**src/hdl/mmc_pkg.sv**
```systemverilog
// ----------------------------------------------------------------------------
// mmc_pkg
// Shared widths, constants, types and helper functions of the multirotor
// mixer coefficient generator.
// ----------------------------------------------------------------------------
`default_nettype none

package mmc_pkg;

    // fixed point result format, Q24.24
    localparam int QW = 48;
    localparam int FRAC_SHIFT = 8;     // Q16.16 to Q24.24

    localparam logic signed [QW-1:0] Q_MAX = {1'b0, {(QW-1){1'b1}}};
    localparam logic signed [QW-1:0] Q_MIN = {1'b1, {(QW-1){1'b0}}};

    // default number of matrix columns
    localparam int MAX_MOTORS_DEF = 8;

    // angle unit, 24 fraction bits
    localparam int CW = 28;
    localparam int ANG_SHIFT = 11;     // Q3.13 to 24 fraction bits
    localparam int CORDIC_STEPS = 24;
    localparam int CORDIC_PER_STAGE = 2;
    localparam int CORDIC_STAGES = CORDIC_STEPS / CORDIC_PER_STAGE;
    localparam logic signed [CW-1:0] PI_Q24 = CW'(52707179);
    localparam logic signed [CW-1:0] HALF_PI_Q24 = CW'(26353589);
    localparam logic signed [CW-1:0] CORDIC_GAIN = CW'(10188014);

    // divider, quotient bits retired per stage
    localparam int DIVW = 48;
    localparam int DIV_BITS = 4;
    localparam int DIV_STAGES = DIVW / DIV_BITS;

    // multiplier latency in cycles
    localparam int QMUL_LAT = 4;

    // axis codes
    localparam int NAXES = 6;
    localparam logic [2:0] AXIS_X = 3'd0;
    localparam logic [2:0] AXIS_Y = 3'd1;
    localparam logic [2:0] AXIS_Z = 3'd2;
    localparam logic [2:0] AXIS_ROLL = 3'd3;
    localparam logic [2:0] AXIS_PITCH = 3'd4;
    localparam logic [2:0] AXIS_YAW = 3'd5;

    // configuration register indexes
    localparam logic REG_AXIS_ENABLE = 1'b0;
    localparam logic [5:0] AXIS_ENABLE_RST = 6'd63;

    // per-motor side band carried down the pipeline
    typedef struct packed {
        logic [2:0]  col;
        logic        spin;
        logic [31:0] tg;
        logic [31:0] cg;
        logic [31:0] px;
        logic [31:0] py;
        logic [31:0] pz;
    } side_t;

    // arctangent table, 24 fraction bits
    function automatic logic signed [CW-1:0] cordic_atan(input int unsigned i);
        logic signed [CW-1:0] v;
        case (i)
            0:       v = CW'(13176795);
            1:       v = CW'(7778716);
            2:       v = CW'(4110060);
            3:       v = CW'(2086331);
            4:       v = CW'(1047214);
            5:       v = CW'(524117);
            6:       v = CW'(262123);
            7:       v = CW'(131069);
            default: v = (i < 24) ? (CW'(1) <<< (24 - i)) : '0;
        endcase
        return v;
    endfunction

    // Q16.16 to Q24.24
    function automatic logic signed [QW-1:0] q16_to_q24(input logic [31:0] v);
        return {{(QW-32-FRAC_SHIFT){v[31]}}, v, {FRAC_SHIFT{1'b0}}};
    endfunction

    // saturating add
    function automatic logic signed [QW-1:0] sat_add(input logic signed [QW-1:0] a,
                                                     input logic signed [QW-1:0] b);
        logic signed [QW:0] s;
        s = {a[QW-1], a} + {b[QW-1], b};
        if (s[QW] != s[QW-1])
            return s[QW] ? Q_MIN : Q_MAX;
        return s[QW-1:0];
    endfunction

    // saturating negate
    function automatic logic signed [QW-1:0] sat_neg(input logic signed [QW-1:0] a);
        if (a == Q_MIN)
            return Q_MAX;
        return -a;
    endfunction

endpackage

`default_nettype wire

```
**src/hdl/mmc_cordic.sv**
```systemverilog
// ----------------------------------------------------------------------------
// mmc_cordic
// Pipelined rotation-mode sine and cosine of a Q3.13 angle, 24 fraction bits,
// quadrant folding by pi, two micro-rotations per stage.
// ----------------------------------------------------------------------------
`default_nettype none

module mmc_cordic (
    input  wire logic                           clk,
    input  wire logic                           en,
    input  wire logic signed [15:0]             angle,
    output logic signed [mmc_pkg::QW-1:0]       sin_q,
    output logic signed [mmc_pkg::QW-1:0]       cos_q
);

    localparam int CW = mmc_pkg::CW;
    localparam int QW = mmc_pkg::QW;
    localparam int NS = mmc_pkg::CORDIC_STAGES;
    localparam int PER = mmc_pkg::CORDIC_PER_STAGE;

    logic signed [CW-1:0] x_reg [0:NS];
    logic signed [CW-1:0] y_reg [0:NS];
    logic signed [CW-1:0] z_reg [0:NS];
    logic                 flip_reg [0:NS];
    logic signed [CW-1:0] z0;
    logic signed [QW-1:0] sin_reg, cos_reg;
    logic signed [QW-1:0] xe, ye;

    // fold the angle into [-pi/2, pi/2]
    always_ff @(posedge clk)
    begin
        if (en)
        begin
            x_reg[0] <= mmc_pkg::CORDIC_GAIN;
            y_reg[0] <= '0;
            if (z0 > mmc_pkg::HALF_PI_Q24)
            begin
                z_reg[0] <= z0 - mmc_pkg::PI_Q24;
                flip_reg[0] <= 1'b1;
            end
            else if (z0 < -mmc_pkg::HALF_PI_Q24)
            begin
                z_reg[0] <= z0 + mmc_pkg::PI_Q24;
                flip_reg[0] <= 1'b1;
            end
            else
            begin
                z_reg[0] <= z0;
                flip_reg[0] <= 1'b0;
            end
        end
    end

    assign z0 = CW'(angle) <<< mmc_pkg::ANG_SHIFT;

    // micro-rotation stages
    for (genvar s = 0; s < NS; s++)
    begin : g_stage
        logic signed [CW-1:0] xs [0:PER];
        logic signed [CW-1:0] ys [0:PER];
        logic signed [CW-1:0] zs [0:PER];

        always_comb
        begin
            xs[0] = x_reg[s];
            ys[0] = y_reg[s];
            zs[0] = z_reg[s];
            for (int j = 0; j < PER; j++)
            begin
                if (!zs[j][CW-1])
                begin
                    xs[j+1] = xs[j] - (ys[j] >>> (s * PER + j));
                    ys[j+1] = ys[j] + (xs[j] >>> (s * PER + j));
                    zs[j+1] = zs[j] - mmc_pkg::cordic_atan(s * PER + j);
                end
                else
                begin
                    xs[j+1] = xs[j] + (ys[j] >>> (s * PER + j));
                    ys[j+1] = ys[j] - (xs[j] >>> (s * PER + j));
                    zs[j+1] = zs[j] + mmc_pkg::cordic_atan(s * PER + j);
                end
            end
        end

        always_ff @(posedge clk)
        begin
            if (en)
            begin
                x_reg[s+1] <= xs[PER];
                y_reg[s+1] <= ys[PER];
                z_reg[s+1] <= zs[PER];
                flip_reg[s+1] <= flip_reg[s];
            end
        end
    end

    // undo the fold, widen to Q24.24
    assign xe = QW'(x_reg[NS]);
    assign ye = QW'(y_reg[NS]);

    always_ff @(posedge clk)
    begin
        if (en)
        begin
            sin_reg <= flip_reg[NS] ? -ye : ye;
            cos_reg <= flip_reg[NS] ? -xe : xe;
        end
    end

    assign sin_q = sin_reg;
    assign cos_q = cos_reg;

endmodule

`default_nettype wire

```
**config.mk**
```make
export PLATFORM = sky130hd
export DESIGN_NAME = mmc_cordic
export DESIGN_NICKNAME = d
export VERILOG_FILES = /design/src/hdl/mmc_pkg.sv /design/src/hdl/mmc_cordic.sv
export SDC_FILE = /design/constraint.sdc
export NUM_CORES = 2
export LEC_CHECK = 0
export ABC_AREA = 0
export BUFFER_PORTS_ARGS = -buffer_cell sky130_fd_sc_hd__buf_2
export CELL_PAD_IN_SITES_DETAIL_PLACEMENT = 1
export CELL_PAD_IN_SITES_GLOBAL_PLACEMENT = 2
export CORE_AREA = 10 10 560 562
export DETAILED_ROUTE_END_ITERATION = 10
export DIE_AREA = 0 0 570 572
export PLACE_DENSITY = 0.89
export SLEW_MARGIN = 0
export SYNTH_ARGS = -nofsm -noshare
export SYNTH_HDL_FRONTEND = slang
export SYNTH_SLANG_ARGS = --single-unit
```
**constraint.sdc**
```tcl
create_clock -name clk -period 9 [get_ports clk]
set_input_delay 1.35 -clock clk [delete_from_list [all_inputs] [get_ports clk]]
set_output_delay 1.35 -clock clk [all_outputs]
set_load 0.01 [all_outputs]
```
==> results.py <==
metrics = {
    "grt": {
        "grt_use_total_pct": 22.4,
        "grt_max_degree": 148,
        "grt.overflow.total": 0,
        "grt_first_pass_wirelength_um": 612000,
        "grt_pass1_vias": 111000,
        "antenna_found_initial": 9,
    },
    "sta": {
        "layout_min_cycle_time_ps": 8660,
        "slew_headroom_pct": 19.0,
        "finClkSkew_ps": 82.1,
        "tns_ps": 0,
        "fin_crit_sh_pct": 96.3,
        "setup_viol_count_final": 0,
        "finalHoldViolCount": 0,
        "max_freq_mhz": 115,
        "worst_pin_slew_ps": 1200,
        "slew_viol_final": 0,
    },
    "placed_design": {
        "placed_cells": 18800,
        "gp_congestion": 0.873,
        "hpwl_um": 311000,
        "port_buffers": 113,
        "place_area_mm2": 0.133,
    },
    "floorplan": {
        "fp.coreArea_mm2": 0.302,
        "die-area_mm2": 0.326,
        "fp.dieW_um": 570,
        "io_pins": 114,
        "start_util_pct": 41.9,
        "die_y_um": 572,
        "rows": 202,
    },
    "min_path": {
        "whs_path_depth": 0,
        "hold_start": "flip_reg[0][4]$_DFFE_PP_",
        "worst_hold_path_type": "reg -> reg",
        "min_to": "flip_reg[0][5]$_DFFE_PP_",
    },
    "yosys": {
        "async_flop_share_pct": 0,
        "yosysTopAreaCellShare_pct": 25.0,
        "ys.flop_type": "edfxtp_1",
        "yosysWarnings": 0,
        "ys_seq_area_share_pct": 25.0,
        "ys_ff_latch": 1051,
        "synth.top_cells.by_count": "ha_1, nor2_1, a21oi_1, xnor2_1, edfxtp_1",
        "synthTopCellsByArea": "edfxtp_1, ha_1, xnor2_1",
        "syn_inst": 14700,
        "yosysMostFrequentCell": "ha_1",
        "syn-num-nets": 16600,
        "yosys.area.top_type": "edfxtp_1",
        "synth_edf_count": 1051,
        "syn_area_mm2": 0.126,
        "syn_area_per_cell_um2": 8.59,
        "synth.distinct_cells": 102,
    },
    "route": {
        "viasPerCell": 5.78,
        "vias": 110000,
        "drtIter0Drc": 6219,
        "wire_per_inst_um": 20.1,
        "routed_wl_um": 383000,
        "drt-pass1-iter-count": 5,
        "drc": 0,
        "ant_nets": 0,
    },
    "run_status": {
        "status": "completed",
    },
    "worst_setup_path": {
        "cp_common_cell": "xnor2_1",
        "cp-start-kind": "flip-flop",
        "critical-path-top-delay-family": "compound AO/OA/AOI/OAI gates",
        "endpoint_kind": "flip-flop",
        "r2r-start": "z_reg[0][111]$_DFFE_PP_",
        "required_ps": 9610,
        "r2r_end": "y_reg[4][27]$_DFFE_PP_",
        "slowest_delay_ps": 650,
        "r2r_slack_ps": 340,
        "slowest_stage": "buf_4",
        "rr_worst_depth": 26,
        "crit_path_max_fanout": 66,
        "crit_type": "reg -> reg",
        "path_buf_inv": 2,
        "worstPathArrival_ps": 9270,
    },
    "clocking": {
        "clock_path_buffers": 4,
        "cts_buffers": 143,
        "cts_root_buf": "clkbuf_16",
        "htree_levels": 4,
        "clk_pin_slew_worst_paths_ps": 70,
        "clock_latency_ps": 860,
        "cts_tree": "yes",
        "cts.sinks": 1051,
    },
    "flow_run": {
        "cap_violations": 0,
    },
    "layout": {
        "instances_no_fill": 19000,
        "area_growth_pct": 8.80,
        "largest_reg_flops": 316,
        "seq_area_mm2": 0.0316,
        "final_layout_size_suffix_gt1_share_pct": 5.23,
        "fillers": 35900,
        "multi_input_area_mm2": 0.0910,
        "fin_util_pct": 45.6,
        "final_area_mm2": 0.138,
        "nets": 16900,
    },
}
[kinds of logic (layout without fill, tap and decap cells)]
family	Yosys count	in the layout	share of synthesized area (%)
fa+ha+maj	1875	1875	18.9
other cells	1	2	0.00296
simple gates	4272	4272	16.3
buf+inv	1064	1401	3.17
xor+xnor	1923	1923	13.4
flops	1051	1051	25.0
mux	103	103	0.859
compound gates	4443	4443	22.4
[cell type report]
cell class | count | area share [%]
Clock inverter | 96 | 0.784
Tap cell | 3978 | 3.62
Inverter | 838 | 2.29
Timing Repair Buffer | 307 | 1.54
Antenna cell | 1 | 0.00182
Sequential cell | 1051 | 22.9
Clock buffer | 160 | 2.68
Multi-Input combinational cell | 12600 | 66.2
[worst max path at each step]
stage                                 start                 endpoint  slack, ps  cells past startpoint
floorplan            z_reg[0][83]$_DFFE_PP_   y_reg[3][27]$_DFFE_PP_       1060                     27
global placement    x_reg[10][23]$_DFFE_PP_  x_reg[11][21]$_DFFE_PP_        570                     33
detailed placement  x_reg[10][23]$_DFFE_PP_  x_reg[11][21]$_DFFE_PP_        330                     33
CTS                 x_reg[10][23]$_DFFE_PP_  x_reg[11][21]$_DFFE_PP_        300                     33
global route         y_reg[9][22]$_DFFE_PP_  y_reg[10][21]$_DFFE_PP_        -20                     32
finish              z_reg[0][111]$_DFFE_PP_   y_reg[4][27]$_DFFE_PP_        340                     26
[per-layer routing]
metal	vias to the layer above	wire length [µm]	track usage, %
li1	54700	-	-
met1	53500	179000	30.3
met2	1546	183000	39.2
met3	369	12400	1.84
met4	2	7910	4.70
met5	-	13	0
[through the flow]
step / hold WS, ps / setup WS [ps]
floorplan: 400 / 1060
global placement: 400 / 573
detailed placement: 405 / 327
CTS: 373 / 296
global route: 376 / -18.6
finish: 367 / 336
[cell usage in the layout (no fill, tap or decap), types with 64 or more instances in the layout]
master     synthesis  routed
xnor2_1         1359    1357
a21boi_0         109     108
nand4_1           92      92
o211ai_1          81      81
nor4_1            78      76
nand2_1          890     889
clkbuf_16          0     145
nor2b_1          258     257
or2_2             91      91
o21bai_1         143     143
nand2b_1         217     217
o21ai_0          958     956
fa_1              64      64
o21a_1           261     260
a211oi_1         128     128
nand3_1          272     272
a21oi_1         1362    1360
nor3_1           433     432
ha_1            1811    1811
nor2_1          1365    1365
and2_1            97      97
and3_1           129     128
buf_4              1     186
edfxtp_1        1051    1051
a21o_1           497     497
buf_2              1     112
inv_1            831     830
o31ai_1          119     118
or3_1            141     141
a31oi_1          152     152
xor2_1           560     560
[what timing repair did]
| item | CTS | global route |
|---|---|---|
| hold endpoints to repair | 0 | 0 |
| buffers inserted | 0 | 0 |
| hold buffers | 0 | 0 |
| gates resized for setup | 0 | 22 |
| endpoints found under the setup margin | 0 | 18 |
Power is left out: the tool's default activity adds up to more than one toggle a clock period on the data nets, which glitch-free logic cannot reach.
